===== src/fast_atan2_degrees_assert.svh =====
// Assertion macros for the fast_atan2_degrees block
`ifndef FAST_ATAN2_DEGREES_ASSERT_SVH
`define FAST_ATAN2_DEGREES_ASSERT_SVH

// same-cycle implication, held off during reset
`define FAD_ASSERT_NOW(lbl, clk, rstn, ante, cons, msg) \
    lbl: assert property (@(posedge clk) disable iff (!(rstn)) (ante) |-> (cons)) \
        else $error(msg);

// next-cycle implication, held off during reset
`define FAD_ASSERT_NEXT(lbl, clk, rstn, ante, cons, msg) \
    lbl: assert property (@(posedge clk) disable iff (!(rstn)) (ante) |=> (cons)) \
        else $error(msg);

// next-cycle implication, checked through reset
`define FAD_ASSERT_ALWAYS_NEXT(lbl, clk, ante, cons, msg) \
    lbl: assert property (@(posedge clk) (ante) |=> (cons)) \
        else $error(msg);

`endif


===== src/fad_pkg.sv =====
package fad_pkg;

    localparam int IN_WIDTH        = 16;
    localparam int RATIO_FRAC_BITS = 14;
    localparam int OUT_WIDTH       = 15;

    localparam int MAG_W     = IN_WIDTH + 1;
    localparam int REM_W     = MAG_W + 1;
    localparam int NUM_W     = IN_WIDTH + 2;
    localparam int QUO_W     = RATIO_FRAC_BITS + 1;
    localparam int NUM_CELLS = QUO_W;
    localparam int SCALE_W   = 12;
    localparam int DIFF_W    = RATIO_FRAC_BITS + 3;
    localparam int PROD_W    = DIFF_W + SCALE_W;

    localparam int S_TDATA_W = ((2 * IN_WIDTH + 7) / 8) * 8;
    localparam int M_TDATA_W = ((OUT_WIDTH + 7) / 8) * 8;

    localparam logic [SCALE_W-1:0]   DEG64_PER_45   = SCALE_W'(2880);
    localparam logic [OUT_WIDTH-1:0] ANGLE_ZERO_DEN = OUT_WIDTH'(5760);
    localparam int                   ANGLE_LIMIT    = 11520;

    typedef struct packed {
        logic neg_y;
        logic neg_num;
        logic k3;
        logic zero;
    } fad_side_t;

    typedef struct packed {
        logic [REM_W-1:0] rem;
        logic [MAG_W-1:0] den;
        logic [QUO_W-1:0] quo;
        fad_side_t        side;
    } fad_div_t;

endpackage


===== src/fad_prep.sv =====
module fad_prep (
    input  logic                                  aclk,
    input  logic                                  aresetn,
    input  logic                                  in_valid,
    output logic                                  in_ready,
    input  logic signed [fad_pkg::IN_WIDTH-1:0]   y_value,
    input  logic signed [fad_pkg::IN_WIDTH-1:0]   x_value,
    output logic                                  out_valid,
    output fad_pkg::fad_div_t                     out_word,
    input  logic                                  out_ready
);
    import fad_pkg::*;

    logic                    vld_reg;
    fad_div_t                word_reg;
    fad_div_t                word_next;
    logic signed [NUM_W-1:0] y_ext;
    logic signed [NUM_W-1:0] x_ext;
    logic signed [NUM_W-1:0] ay;
    logic signed [NUM_W-1:0] num;
    logic signed [NUM_W-1:0] den;
    logic signed [NUM_W-1:0] num_abs;

    always_comb begin
        y_ext = NUM_W'(y_value);
        x_ext = NUM_W'(x_value);
        ay    = y_value[IN_WIDTH-1] ? -y_ext : y_ext;
        if (!x_value[IN_WIDTH-1]) begin
            num = x_ext - ay;
            den = x_ext + ay;
        end else begin
            num = x_ext + ay;
            den = ay - x_ext;
        end
        num_abs = num[NUM_W-1] ? -num : num;

        word_next.rem          = $unsigned(num_abs);
        word_next.den          = den[MAG_W-1:0];
        word_next.quo          = '0;
        word_next.side.neg_y   = y_value[IN_WIDTH-1];
        word_next.side.neg_num = num[NUM_W-1];
        word_next.side.k3      = x_value[IN_WIDTH-1];
        word_next.side.zero    = (den == '0);
    end

    assign in_ready  = !vld_reg || out_ready;
    assign out_valid = vld_reg;
    assign out_word  = word_reg;

    always_ff @(posedge aclk) begin
        if (!aresetn) begin
            vld_reg <= 1'b0;
        end else if (in_ready) begin
            vld_reg <= in_valid;
        end
    end

    always_ff @(posedge aclk) begin
        if (in_ready && in_valid) begin
            word_reg <= word_next;
        end
    end

endmodule


===== src/fad_div_cell.sv =====
module fad_div_cell (
    input  logic              aclk,
    input  logic              aresetn,
    input  logic              in_valid,
    output logic              in_ready,
    input  fad_pkg::fad_div_t in_word,
    output logic              out_valid,
    output fad_pkg::fad_div_t out_word,
    input  logic              out_ready
);
    import fad_pkg::*;

    logic             vld_reg;
    fad_div_t         word_reg;
    fad_div_t         word_next;
    logic             ge;
    logic [REM_W-1:0] den_ext;
    logic [REM_W-1:0] rem_sel;

    always_comb begin
        den_ext   = REM_W'(in_word.den);
        ge        = (in_word.rem >= den_ext);
        rem_sel   = ge ? (in_word.rem - den_ext) : in_word.rem;
        word_next = in_word;
        word_next.rem = {rem_sel[REM_W-2:0], 1'b0};
        word_next.quo = {in_word.quo[QUO_W-2:0], ge};
    end

    assign in_ready  = !vld_reg || out_ready;
    assign out_valid = vld_reg;
    assign out_word  = word_reg;

    always_ff @(posedge aclk) begin
        if (!aresetn) begin
            vld_reg <= 1'b0;
        end else if (in_ready) begin
            vld_reg <= in_valid;
        end
    end

    always_ff @(posedge aclk) begin
        if (in_ready && in_valid) begin
            word_reg <= word_next;
        end
    end

endmodule


===== src/fad_post.sv =====
module fad_post (
    input  logic                            aclk,
    input  logic                            aresetn,
    input  logic                            in_valid,
    output logic                            in_ready,
    input  fad_pkg::fad_div_t               in_word,
    output logic                            out_valid,
    output logic [fad_pkg::OUT_WIDTH-1:0]   out_angle,
    input  logic                            out_ready
);
    import fad_pkg::*;

    logic                 vld_reg;
    logic [OUT_WIDTH-1:0] angle_reg;
    logic [OUT_WIDTH-1:0] angle_next;
    logic [DIFF_W-1:0]    kval;
    logic [DIFF_W-1:0]    q_ext;
    logic [DIFF_W-1:0]    diff;
    logic [PROD_W-1:0]    prod;
    logic [PROD_W-1:0]    rnd;
    logic [OUT_WIDTH-1:0] mag;

    always_comb begin
        kval  = in_word.side.k3 ? (DIFF_W'(3) << RATIO_FRAC_BITS)
                                : (DIFF_W'(1) << RATIO_FRAC_BITS);
        q_ext = DIFF_W'(in_word.quo);
        diff  = in_word.side.neg_num ? (kval + q_ext) : (kval - q_ext);
        prod  = PROD_W'(diff) * PROD_W'(DEG64_PER_45);
        rnd   = prod + (PROD_W'(1) << (RATIO_FRAC_BITS - 1));
        mag   = rnd[RATIO_FRAC_BITS +: OUT_WIDTH];
        if (in_word.side.zero) begin
            angle_next = ANGLE_ZERO_DEN;
        end else if (in_word.side.neg_y) begin
            angle_next = -mag;
        end else begin
            angle_next = mag;
        end
    end

    assign in_ready  = !vld_reg || out_ready;
    assign out_valid = vld_reg;
    assign out_angle = angle_reg;

    always_ff @(posedge aclk) begin
        if (!aresetn) begin
            vld_reg <= 1'b0;
        end else if (in_ready) begin
            vld_reg <= in_valid;
        end
    end

    always_ff @(posedge aclk) begin
        if (in_ready && in_valid) begin
            angle_reg <= angle_next;
        end
    end

endmodule


===== src/fast_atan2_degrees.sv =====
// Approximate atan2(y, x) in 1/64 degree, from -11520 to +11520 (-180 to +180 degrees),
// using the linear-ratio approximation; both inputs zero gives +90 degrees. One word is
// taken per cycle while m_tready lets the output drain, and each result passes through a
// prep register that forms the ratio terms, one restoring-division cell per quotient bit
// that produces the ratio, and a post stage that scales and rounds into the output register.
// Every stage holds under back-pressure and empty stages close up, so the throughput is one
// word per cycle whenever m_tready stays high.
`include "fast_atan2_degrees_assert.svh"

module fast_atan2_degrees (
    input  logic                            aclk,
    input  logic                            aresetn,
    input  logic                            s_tvalid,
    output logic                            s_tready,
    // y_value [15:0], x_value [31:16]
    input  logic [fad_pkg::S_TDATA_W-1:0]   s_tdata,
    output logic                            m_tvalid,
    input  logic                            m_tready,
    // angle_deg64 [14:0], zero pad above
    output logic [fad_pkg::M_TDATA_W-1:0]   m_tdata
);
    import fad_pkg::*;

    logic signed [IN_WIDTH-1:0] y_value;
    logic signed [IN_WIDTH-1:0] x_value;
    logic                       stg_valid [NUM_CELLS+1];
    logic                       stg_ready [NUM_CELLS+1];
    fad_div_t                   stg_word  [NUM_CELLS+1];
    logic [OUT_WIDTH-1:0]       angle;
    logic signed [OUT_WIDTH-1:0] angle_s;

    assign y_value = $signed(s_tdata[0 +: IN_WIDTH]);
    assign x_value = $signed(s_tdata[IN_WIDTH +: IN_WIDTH]);

    fad_prep u_prep (
        .aclk      (aclk),
        .aresetn   (aresetn),
        .in_valid  (s_tvalid),
        .in_ready  (s_tready),
        .y_value   (y_value),
        .x_value   (x_value),
        .out_valid (stg_valid[0]),
        .out_word  (stg_word[0]),
        .out_ready (stg_ready[0])
    );

    for (genvar i = 0; i < NUM_CELLS; i++) begin : g_cell
        fad_div_cell u_cell (
            .aclk      (aclk),
            .aresetn   (aresetn),
            .in_valid  (stg_valid[i]),
            .in_ready  (stg_ready[i]),
            .in_word   (stg_word[i]),
            .out_valid (stg_valid[i+1]),
            .out_word  (stg_word[i+1]),
            .out_ready (stg_ready[i+1])
        );
    end

    fad_post u_post (
        .aclk      (aclk),
        .aresetn   (aresetn),
        .in_valid  (stg_valid[NUM_CELLS]),
        .in_ready  (stg_ready[NUM_CELLS]),
        .in_word   (stg_word[NUM_CELLS]),
        .out_valid (m_tvalid),
        .out_angle (angle),
        .out_ready (m_tready)
    );

    assign m_tdata = {{(M_TDATA_W - OUT_WIDTH){1'b0}}, angle};
    assign angle_s = $signed(angle);

    `FAD_ASSERT_NOW(a_angle_range, aclk, aresetn, m_tvalid,
        (angle_s <= ANGLE_LIMIT) && (angle_s >= -ANGLE_LIMIT), "angle out of range")
    `FAD_ASSERT_NOW(a_empty_accepts, aclk, aresetn, !m_tvalid, s_tready,
        "input stalled while output empty")
    `FAD_ASSERT_NEXT(a_take_fills, aclk, aresetn, s_tvalid && s_tready, stg_valid[0],
        "accepted word lost at entry")
    `FAD_ASSERT_ALWAYS_NEXT(a_reset_empty, aclk, !aresetn, !m_tvalid,
        "output valid after reset")

endmodule


===== config.mk =====
export PLATFORM = sky130hd
export DESIGN_NAME = fast_atan2_degrees
export DESIGN_NICKNAME = d
export VERILOG_FILES = /design/src/fad_pkg.sv /design/src/fad_prep.sv /design/src/fad_div_cell.sv /design/src/fad_post.sv /design/src/fast_atan2_degrees.sv
export VERILOG_INCLUDE_DIRS = /design/src /design/src/src
export SDC_FILE = /design/constraint.sdc
export NUM_CORES = 1
export LEC_CHECK = 0
export BUFFER_PORTS_ARGS = -buffer_cell sky130_fd_sc_hd__buf_2
export CAP_MARGIN = 25
export CORE_MARGIN = 2
export CORE_UTILIZATION = 44
export CTS_BUF_LIST = sky130_fd_sc_hd__clkbuf_16
export DETAILED_ROUTE_END_ITERATION = 10
export PLACE_DENSITY = 0.64
export SLEW_MARGIN = 5
export SYNTH_ARGS = -nofsm -noshare
export SYNTH_HDL_FRONTEND = slang
export SYNTH_SLANG_ARGS = --single-unit

===== constraint.sdc =====
create_clock -name aclk -period 7.9 [get_ports aclk]
set_clock_uncertainty 0.2 [all_clocks]
set_input_delay 0.395 -clock aclk [delete_from_list [all_inputs] [get_ports aclk]]
set_output_delay 0.395 -clock aclk [all_outputs]
set_load 0.02 [all_outputs]

Yosys cells after proc, flatten, opt, wreduce, memory -nomap -nowiden. Index checks and enable logic that the tools add are counted. W data, S select, Z words.

Flip-flop bits (word level): 727. Memory bits (writable): 0. Output and inout port bits: 18. Latch bits: 0. Word-level logic and storage cells: 253. Input bits: 36. Memories kept: 0. ROM bits: 0.

$lt $le $gt $ge: 15. Muxes and demuxes: 21. Divide/modulo/power cells: 0. Bitwise gates (word level): 0. Reductions and logical operators: 52. Shifts and indexed selects: 0. Multipliers: 1. Equality and inequality tests: 0. Add/sub/neg operators: 23.

Operators by type and width (count): $mux W17 (16); $ge A18 B17 Y1 (15); $sub A17 B17 Y17 (14); $mux W18 (3); $add A29 B14 Y29 const B (1); $mul A17 B6 Y23 const B (1); $add A16 B18 Y18 (1); $logic_not A18 Y1 (1); $neg A16 Y18 (1); $neg A18 Y18 (1); $sub A16 B18 Y18 (1); $sub A18 B16 Y18 (1); $add A17 B15 Y17 (1); $logic_and A1 B1 Y1 (17); $logic_not A1 Y1 (17); $logic_or A1 B1 Y1 (17); $sub A17 B15 Y17 (1); $mux W16 (1); $mux W15 (1); $neg A15 Y15 (1).

Logic depth before layout (Yosys ltp). Gate-level depths: netlist of the first run.

Depth after elaboration: 19. Depth in mapped cells: 28.

Cells and area by module. A second synthesis of the first run with hierarchy kept.

Cell total of the unflattened synthesis: 4266. Area, all modules: 51259.2 um2.

Modules (own cells, without submodules): fad_div_cell (g_cell[0].u_cell ...) (seq. area each 1611.5 um2, cells an instance 212, area an instance 2829.0 um2, times used 14); fad_prep (seq. area each 1161.1 um2, cells an instance 610, area an instance 5029.8 um2, times used 1); fad_post (seq. area each 470.5 um2, cells an instance 461, area an instance 3902.5 um2, times used 1); fad_div_cell (g_cell[3].u_cell) (seq. area each 1611.5 um2, cells an instance 225, area an instance 2710.1 um2, times used 1); fast_atan2_degrees (seq. area each 0.0 um2, cells an instance 2, area an instance 11.3 um2, times used 1).

Least setup slack after synthesis of the first run. No wires, ideal clock.

Kind: reg-to-reg. Start point: register g_cell[14].u_cell.word_reg (netlist bit g_cell[14].u_cell.out_word[4]). End point: register u_post.angle_reg[14], in the netlist u_post.out_angle[14] (data pin). Clock period less this slack: 7.165 ns. Cell stages (with the launch flop): 29. Required time: 7.443 ns. Data arrival time: 6.708 ns. Setup time: 0.257 ns. Path slack: 0.735 ns. Cell sequence: edfxtp_1 -> inv_1 -> ha_1 -> nand2_1 -> nor3_1 -> a21o_1 -> o21ai_0 -> xnor2_1 -> fa_1 -> inv_1 -> ha_1 -> fa_1 -> inv_1 -> fa_1 -> inv_1 -> ha_1 -> and4_1 -> buf_2 -> a311o_1 -> a211oi_2 -> a21oi_2 -> xnor2_1 -> or3_4 -> or3_1 -> nand3_1 -> xor2_1 -> o41a_1 -> xnor3_1 -> nor2b_4.

Longest elaborated chain between the ends: 6. Elaborated cells between the ends (all ways): 7. Classes of those cells: 4 x add/sub; 1 x mul; 2 x mux.

Ends and longest elaborated chain: start: declaration (RTL line fad_div_cell.sv:14) `fad_div_t word_reg;`; start signal: assignment (RTL line fad_div_cell.sv:43) `word_reg <= word_next;`; $sub A17 B15 Y17 / $add A17 B15 Y17 (equally long branches) (RTL line fad_post.sv:27) `diff = in_word.side.neg_num ? (kval + q_ext) : (kval - q_ext);`; $mux W17 * (RTL line fad_post.sv:27); $mul A17 B6 Y23 * (RTL line fad_post.sv:28) `prod = PROD_W'(diff) * PROD_W'(DEG64_PER_45);`; $add A29 B14 Y29 * (RTL line fad_post.sv:29) `rnd = prod + (PROD_W'(1) << (RATIO_FRAC_BITS - 1));`; $neg A15 Y15 (RTL line fad_post.sv:34) `angle_next = -mag;`; $mux W15 * (RTL line fad_post.sv:33) `end else if (in_word.side.neg_y) begin`; end signal: assignment (RTL line fad_post.sv:54) `angle_reg <= angle_next;`; end: declaration (RTL line fad_post.sv:14) `logic [OUT_WIDTH-1:0] angle_reg;`.

Mark *: on every way between the ends. The rest lies on a longest branch, timed or not. A chain may end at the register's enable or synchronous reset.

Worst setup path in the final report of the first run. Same ends and word-level chain as after synthesis.

==> impl_metrics.py, run 1 <==
metrics = {
    "cts": {
        "cts_max_level": 3,
        "clock_path_buffers": 3,
        "worstSkewPairLatency_ns": 0.63,
        "cts-root-buf": "clkbuf_16",
        "clk_pin_slew_ns": 0.06,
        "clock_sinks": 726,
        "cts_buffers": 81,
        "cts_tree": "done",
    },
    "setup_path": {
        "rrSetupSlack_ns": 0.42,
        "max_stage_delay_ns": 0.60,
        "crit_path_end_kind": "flip-flop",
        "path_class": "flip-flop to flip-flop",
        "startpoint_type": "flip-flop",
        "critPathMaxFanout": 6,
        "rr_worst_depth": 28,
        "cpMaxStageDelayCell": "fa_1",
        "crit_top_cell": "inv_1",
        "r2r-start": "g_cell[14].u_cell.out_word[4]",
        "cp-startpoint": "g_cell[14].u_cell.out_word[4]",
        "cp.arrival_ns": 7.67,
        "critPathRequiredTime_ns": 8.08,
    },
    "sta": {
        "tightest_slew_ns": 0.879,
        "fin_crit_sh_pct": 94.7,
        "clock.fmax_mhz": 134,
        "final_hold_viol_count": 0,
        "max-slew-margin-rel_pct": 40.6,
        "finalSetupViolCount": 0,
        "tns_ns": 0,
        "fin_crit_ns": 7.48,
        "grt_setup_unrepaired": "no",
        "drv_slew": 0,
    },
    "power_and_ir_drop": {
        "peakVddDrop_uv": 169,
        "power.total_mw": 9.04,
        "total_leakage_power_nw": 18.6,
        "power.density_mw_per_mm2": 194,
    },
    "placed_design": {
        "gp_congestion": 0.862,
        "port_buffers": 52,
        "dp_hpwl_um": 61700,
    },
    "die": {
        "start_util_pct": 44.3,
        "io_pins": 54,
        "rows": 113,
        "coreArea_mm2": 0.0946,
        "die_w_um": 312,
        "dieArea_mm2": 0.0976,
        "die_h_um": 312,
    },
    "hold_path": {
        "min_from": "s_tdata[15]",
        "hold_depth": 1,
        "hp-class": "primary input to flip-flop",
    },
    "synthesis": {
        "yosysWarnings": 0,
        "synth_flop_cell": "edfxtp_1",
        "syn_inst": 3808,
        "synth-edff-count": 709,
        "ys_seq_area_share_pct": 51.7,
        "synth_seq_cells": 726,
        "syn_avg_cell_area_um2": 11.0,
        "netlist_area_mm2": 0.0419,
        "ys_async_sr_fraction_pct": 0,
        "synth.distinct_cells": 92,
    },
    "layout": {
        "drive_above_1_share_pct": 7.70,
        "fin_nets": 4345,
        "num_antenna_cells": 0,
        "area_growth_pct": 11.3,
    },
    "route": {
        "drtAntennaViolNets": 0,
        "vias": 27100,
        "drc": 0,
        "drt_pass1_iterations": 6,
        "drt-total-wl_um": 78900,
        "drt_iter0_markers": 1483,
        "viasPerCell": 5.16,
        "avgRoutedWirePerCell_um": 15.1,
    },
    "grt": {
        "grt_pass1_wl_um": 130000,
        "grt_max_degree": 53,
        "antenna_found_initial": 0,
        "overflow": 0,
        "grt_usage_pct": 16.2,
        "grt_pass1_vias": 27300,
    },
    "run_status": {
        "status": "finished clean",
    },
    "run": {
        "cap_violations": 0,
    },
}
routing by layer:
| metal | wire (um) | vias up | part of all wire (%) | GRT usage (%) |
|---|---|---|---|---|
| li1 | - | 13800 | - | - |
| met1 | 29600 | 12700 | 38 | 16.3 |
| met2 | 43700 | 365 | 55 | 32.4 |
| met3 | 2080 | 172 | 2.6 | 2.45 |
| met4 | 3540 | 0 | 4.5 | 7.44 |
| met5 | 0 | - | 0 | 0 |
repair_timing:
item	4_1_cts	5_1_grt
resized for setup	0	2
endpoints found under the setup margin	0	1
endpoints found under the hold margin	6	0
buffers inserted	0	5
hold buffers	4	0
per-stage QoR:
step	area (um2)	setup slack (ns)	hold slack, ns	std cells	utilization (%)
finish	46600	0.416	0.0547	5241	49.3
global route	46600	0.0259	0.0189	5241	49.3
CTS	46500	0.268	0.0189	5233	49.2
detailed placement	43900	0.321	0.205	5081	46.4
global placement	43900	0.391	0.201	5078	46.4
floorplan	41900	0.735	0.200	3811	-
critical path: cells and delay by family, from the launching register on:
kind                     cells  cell delay, ns
buffers and inverters        5            0.42
flip-flops                   1            0.43
adder cells (fa/ha/maj)      6            2.56
AND/OR/NAND/NOR              7            1.50
XOR/XNOR                     4            0.65
AO/OA/AOI/OAI                6            1.46
layout make-up:
cell class              instances  area [um2]
clock buffers                  84        2100
clock inverters                64         459
fillers                      8333       48000
inverters                     493        1850
multi-input cells            2514       18300
flip-flops and latches        726       21600
well taps                    1265        1580
repair buffers                 95         646
cell families (layout without fill, tap and decap cells):
group | after synthesis | count (layout) | synth area share, %
AO/OA/AOI/OAI | 849 | 849 | 12.6
XOR/XNOR | 282 | 282 | 5.93
adder cells (fa/ha/maj) | 399 | 399 | 12.6
buffers and inverters | 571 | 736 | 5.16
flip-flops | 726 | 726 | 51.7
multiplexers | 51 | 51 | 1.33
other | 2 | 5 | 0.0179
AND/OR/NAND/NOR | 928 | 928 | 10.7
cells in the mapped netlist (all sizes together) (22+ instances only):
cell	count	area share, %
xnor2	172	3.6
and3	26	0.39
fa	39	1.9
nor3	64	0.77
inv	491	4.4
a21o	53	0.95
a31oi	35	0.52
ha	359	11
o31ai	61	1.1
and2	22	0.33
nor4	25	0.41
o21ai	270	3.2
nand4	52	0.79
o21a	39	0.70
nor2b	64	0.97
mux2	38	1.0
edfxtp	709	51
a21oi	216	2.6
nand2	297	2.7
nand2b	46	0.69
clkbuf	66	0.59
nand3	44	0.53
a21boi	47	0.84
xor2	109	2.3
nor2	222	2.0
placed cells by master (no fill, tap or decap), types with 17 or more instances in the layout:
master,n
a21boi_0,40
a21o_1,53
a21oi_1,215
a31oi_1,32
and2_1,21
and3_1,26
buf_2,52
buf_4,34
clkbuf_16,84
clkinv_2,18
dfxtp_1,17
edfxtp_1,709
fa_1,39
ha_1,359
inv_1,512
mux2_2,37
nand2_1,297
nand2b_1,46
nand3_1,44
nand4_1,51
nor2_1,222
nor2b_1,55
nor3_1,57
nor4_1,23
o21a_1,39
o21ai_0,259
o31ai_1,57
or3_1,18
xnor2_1,172
xor2_1,109
flip-flops by register name, summed over array words and instances (netlist names):
register / count
g_cell.u_cell.out_word: 656
u_post.out_valid: 1
u_prep.out_word: 38
u_prep.out_valid: 1
g_cell.u_cell.out_valid: 15
u_post.out_angle: 15
worst paths after layout:
path | end
hold / removal | u_prep.out_word[3]
setup reg to reg | u_post.out_angle[14]
hold reg to reg | g_cell[14].u_cell.out_word[0]
setup / recovery | u_post.out_angle[14]
power by group:
part	leakage [nW]	internal [mW]	switching, mW
combinational	10.7	0.435	0.655
clock	1.35	2.09	1.48
sequential	6.53	4.33	0.0484
total	18.6	6.86	2.18
No activity file was read; power rests on OpenSTA's default activity.
==> run 2, diff against run 1 <==
MAX_ROUTING_LAYER = met4   (was not set)
SKIP_LAST_GASP = 1   (was not set)
==> impl_metrics.py, run 2 (same netlist as run 1, synthesis figures left out) <==
metrics = {
    "run_status": {
        "status": "finished clean",
    },
    "die": {
        "io_pins": 54,
        "coreArea_mm2": 0.0946,
        "start_util_pct": 44.3,
        "die_w_um": 312,
        "dieArea_mm2": 0.0976,
        "die_h_um": 312,
        "rows": 113,
    },
    "setup_path": {
        "cpMaxStageDelayCell": "fa_1",
        "rrSetupSlack_ns": 0.41,
        "startpoint_type": "flip-flop",
        "path_class": "flip-flop to flip-flop",
        "r2r_end": "u_post.out_angle[14]",
        "crit_path_end_kind": "flip-flop",
        "cp_top_family": "adder cells",
        "crit_top_cell": "inv_1",
        "cp.arrival_ns": 7.67,
        "rr_worst_depth": 28,
        "r2r-start": "g_cell[14].u_cell.out_word[4]",
        "cp.buffers_inverters": 5,
        "cp.depth": 28,
        "critPathMaxFanout": 6,
        "max_stage_delay_ns": 0.54,
        "critPathRequiredTime_ns": 8.08,
    },
    "route": {
        "highest_layer": "met4",
        "viasPerCell": 5.19,
        "drt-total-wl_um": 79900,
        "wl_met2_um": 44600,
        "avgRoutedWirePerCell_um": 15.2,
        "vias": 27200,
        "drtAntennaViolNets": 0,
        "drc": 0,
        "met3_length_um": 1990,
        "drt-met1-wl_um": 30200,
        "drt_iter0_markers": 1539,
        "drt_pass1_iterations": 6,
    },
    "layout": {
        "final_cell_mix": "709 x edfxtp_1, 508 x inv_1, 358 x ha_1, 297 x nand2_1, 259 x o21ai_0",
        "final_cells": 5239,
        "largest_reg_flops": 656,
        "final_common_cell": "edfxtp_1",
        "n_fill_cell": 8352,
        "fin_nets": 4344,
        "num_antenna_cells": 0,
        "drive_above_1_share_pct": 7.73,
        "area_growth_pct": 11.4,
    },
    "sta": {
        "tightest_slew_ns": 0.833,
        "finalSetupViolCount": 0,
        "drv_slew": 0,
        "timing.final.ws_setup_ns": 0.408,
        "fin_crit_sh_pct": 94.8,
        "clock.fmax_mhz": 133,
        "fin_crit_ns": 7.49,
        "final_hold_viol_count": 0,
        "tns_ns": 0,
        "max-slew-margin-rel_pct": 43.7,
    },
    "placed_design": {
        "dp_hpwl_um": 62100,
        "gp_congestion": 0.879,
        "dp.cells": 5083,
        "place_ws_ns": 0.252,
        "port_buffers": 52,
    },
    "hold_path": {
        "hp-class": "primary input to flip-flop",
        "hold_depth": 1,
        "min_from": "s_tdata[15]",
        "min_to": "u_prep.out_word[3]",
    },
    "cts": {
        "clk_pin_slew_ns": 0.06,
        "cts_max_level": 3,
        "cts-root-buf": "clkbuf_16",
        "cts_tree": "done",
        "clock_sinks": 726,
        "clock_path_buffers": 3,
        "cts_buffers": 80,
        "worstSkewPairLatency_ns": 0.64,
    },
    "power_and_ir_drop": {
        "switching_share_pct": 24.6,
        "total_leakage_power_nw": 18.6,
        "p_int_mw": 6.85,
        "switching_power_mw": 2.23,
        "power.density_mw_per_mm2": 195,
        "comb_power_share_pct": 12.1,
        "seqPwrFrac_pct": 48.2,
        "peakVddDrop_uv": 186,
        "clkPwrFrac_pct": 39.7,
    },
    "run": {
        "cap_violations": 0,
    },
    "grt": {
        "grt_pass1_vias": 27500,
        "grt_usage_pct": 16.9,
        "grt_pass1_wl_um": 132000,
        "grt_max_degree": 53,
        "overflow": 0,
        "antenna_found_initial": 0,
    },
}
-- run 2: cell types whose count changed in the layout (fill, tap and decap cells not counted), sizes merged --
cell | before | now
bufinv | 5 | 6
inv | 515 | 513
clkinv | 37 | 39
clkbuf | 84 | 81
-- run 2: power by group through the flow --
stage / Sequential [mW] / Combinational [mW] / Clock (mW)
2_1_floorplan: 4.44 / 0.797 / 0
3_3_place_gp: 4.46 / 1.07 / 0
3_5_place_dp: 4.46 / 1.09 / 0
4_1_cts: 4.38 / 1.10 / 3.71
5_1_grt: 4.39 / 1.22 / 3.86
6_report: 4.38 / 1.10 / 3.60
-- run 2: layout make-up --
class | instances | area (um2) | share of cell area (%)
flip-flops and latches | 726 | 21600 | 46.4
clock inverters | 65 | 544 | 1.17
well taps | 1265 | 1580 | 3.39
inverters | 493 | 1850 | 3.97
repair buffers | 95 | 646 | 1.38
multi-input cells | 2514 | 18400 | 39.4
clock buffers | 81 | 2030 | 4.35
-- run 2: layer usage --
layer / up-vias / global-route usage, %
met2: 387 / 33.2
met5: - / -
met4: 0 / 6.39
li1: 13800 / -
met1: 12800 / 16.7
met3: 177 / 2.34
-- run 2: through the flow --
stage,instance area (um2),power (mW),hold WS (ns),util [%]
after global routing,46600,9.47,0.00950,49.3
after global placement,43900,5.53,0.201,46.4
after CTS,46600,9.18,0.00710,49.2
final,46600,9.08,0.0390,49.3
after floorplan,41900,5.24,0.200,-
after detailed placement,43900,5.55,0.205,46.5
-- run 2: how the worst max path moves through the flow --
stage | slack (ns) | end | from
after floorplan | 0.73 | u_post.out_angle[14] | g_cell[14].u_cell.out_word[4]
after global placement | 0.38 | u_post.out_angle[14] | g_cell[14].u_cell.out_word[4]
after detailed placement | 0.25 | u_post.out_angle[14] | g_cell[14].u_cell.out_word[4]
after CTS | 0.24 | u_post.out_angle[14] | g_cell[14].u_cell.out_word[4]
after global routing | -0.006 | u_post.out_angle[14] | g_cell[14].u_cell.out_word[4]
final | 0.41 | u_post.out_angle[14] | g_cell[14].u_cell.out_word[4]
-- run 2: what timing repair did --
action,CTS,global route
hold endpoints to repair,10,0
gates resized for setup,0,6
hold buffers,4,0
buffers inserted,0,5
endpoints found under the setup margin,0,1
-- run 2: worst reg2reg max path: cells and delay by family, from the launching register on --
| kind | cells | cell delay [ns] |
|---|---|---|
| and+or+nand+nor | 7 | 1.51 |
| buffers and inverters | 5 | 0.45 |
| adders and majority gates | 6 | 2.33 |
| DFF | 1 | 0.45 |
| xor gates and xnor gates | 4 | 0.82 |
| AOI/OAI and AO/OA | 6 | 1.48 |
==> run 3, diff against run 2 <==
CORE_UTILIZATION = 45   (was 44)
PLACE_DENSITY = 0.67   (was 0.64)
clock period = 6.4 ns   (was 7.9 ns; I/O delays follow)
==> impl_metrics.py, run 3 (same netlist as run 1, synthesis figures left out) <==
metrics = {
    "setup_path": {
        "cp-startpoint": "g_cell[14].u_cell.out_word[4]",
        "r2r-start": "g_cell[14].u_cell.out_word[4]",
        "crit_path_end_kind": "flip-flop",
        "path_class": "flip-flop to flip-flop",
        "critPathRequiredTime_ns": 6.56,
        "crit_top_cell": "inv_2",
        "critPathMaxFanout": 5,
        "startpoint_type": "flip-flop",
        "cpMaxStageDelayCell": "fa_1",
        "max_stage_delay_ns": 0.51,
        "cp.arrival_ns": 6.63,
    },
    "layout": {
        "final_cell_mix": "709 x edfxtp_1, 497 x inv_1, 351 x ha_1, 295 x nand2_1, 252 x o21ai_0",
        "fin_nets": 4462,
        "n_fill_cell": 7921,
        "area_growth_pct": 13.9,
        "drive_above_1_share_pct": 11.4,
        "num_antenna_cells": 0,
        "final_common_cell": "edfxtp_1",
        "final_cells": 5329,
        "final_util_pct": 51.9,
        "largest_reg_flops": 656,
    },
    "route": {
        "met3_length_um": 2130,
        "wl_met2_um": 44100,
        "vias": 27400,
        "drc": 0,
        "viasPerCell": 5.15,
        "drt_iter0_markers": 1236,
        "drt_pass1_iterations": 5,
        "drt-met1-wl_um": 27800,
        "avgRoutedWirePerCell_um": 14.4,
        "highest_layer": "met4",
        "drt-total-wl_um": 76900,
        "drtAntennaViolNets": 0,
    },
    "sta": {
        "finalSetupViolCount": 1,
        "drv_slew": 0,
        "max-slew-margin-rel_pct": 34.7,
        "clock.fmax_mhz": 154,
        "fin_crit_sh_pct": 101,
        "timing.final.ws_setup_ns": -0.0738,
        "tns_ns": -0.0738,
        "hold_slack_ns": 0.141,
        "fin_crit_ns": 6.47,
        "final_hold_viol_count": 0,
        "tightest_slew_ns": 0.967,
        "grt_setup_unrepaired": "yes",
    },
    "placed_design": {
        "dp.cells": 5170,
        "port_buffers": 52,
        "gp_congestion": 0.878,
        "dp_hpwl_um": 59500,
    },
    "grt": {
        "grt_pass1_wl_um": 129000,
        "antenna_found_initial": 0,
        "grt_max_degree": 53,
        "overflow": 0,
        "grt_usage_pct": 17.0,
        "grt_pass1_vias": 28000,
    },
    "die": {
        "io_pins": 54,
        "coreArea_mm2": 0.0919,
        "die_w_um": 309,
        "dieArea_mm2": 0.0955,
        "rows": 111,
        "die_h_um": 309,
        "start_util_pct": 45.5,
    },
    "hold_path": {
        "hp-class": "primary input to flip-flop",
        "min_from": "s_tdata[31]",
    },
    "power_and_ir_drop": {
        "total_leakage_power_nw": 19.1,
        "peakVddDrop_uv": 197,
        "power.density_mw_per_mm2": 230,
    },
    "cts": {
        "cts_max_level": 3,
        "clk_pin_slew_ns": 0.06,
        "cts-root-buf": "clkbuf_16",
        "worstSkewPairLatency_ns": 0.63,
        "cts_buffers": 79,
        "clock_sinks": 726,
        "cts_tree": "done",
        "clock_path_buffers": 3,
    },
    "run_status": {
        "violations": "setup timing",
        "status": "finished, violations left",
    },
    "run": {
        "cap_violations": 0,
    },
}
==> run 3: cell type report <==
type                    instances  area, um2  area share (%)
multi-input cells            2514      18700            39.1
repair buffers                214       1550            3.25
clock inverters                58        423           0.886
inverters                     493       1850            3.88
clock buffers                  81       2030            4.25
well taps                    1243       1560            3.26
flip-flops and latches        726      21600            45.3
==> run 3: what timing repair did <==
item                                    CTS  global route
gates resized for setup                  28            36
pin swaps                                27            13
hold buffers                              7             0
gates cloned                              0             0
hold endpoints to repair                 19             0
endpoints found under the setup margin    6             7
setup buffers                             5             6
==> run 3: critical path: cells and delay by family, from the launching register on <==
family / cells / cell delay [ns]
fa+ha+maj: 6 / 2.08
compound gates: 8 / 1.49
simple gates: 6 / 1.16
xor+xnor: 3 / 0.52
flops: 1 / 0.40
buf+inv: 5 / 0.39
==> run 3: worst paths after layout <==
check                                   end  slack, ns  cells past startpoint
max                    u_post.out_angle[14]      -0.07                     28
min                      u_prep.out_word[1]       0.14                      2
max reg2reg            u_post.out_angle[14]      -0.07                     28
min reg2reg  g_cell[10].u_cell.out_word[10]       0.22                      0
==> run 3: metrics by stage <==
stage	setup slack [ns]	total power, mW	instance area [um2]
3_3_place_gp	-0.313	6.74	44700
4_1_cts	-0.0712	11.1	47500
2_1_floorplan	-0.324	6.46	41900
6_report	-0.0738	11.0	47700
5_1_grt	-0.363	11.5	47700
3_5_place_dp	-0.385	6.78	44800
==> run 3: routing by layer <==
| metal | track usage, % | vias up |
|---|---|---|
| met1 | 15.5 | 12900 |
| met5 | - | - |
| met3 | 2.24 | 181 |
| met4 | 6.98 | 0 |
| li1 | - | 14000 |
| met2 | 34.5 | 377 |
==> run 3: power breakdown <==
part           internal (mW)  total [mW]  switching (mW)
logic                  0.541        1.29           0.747
clock network           2.47        4.27            1.81
registers               5.34        5.40          0.0530
total                   8.35        11.0            2.61
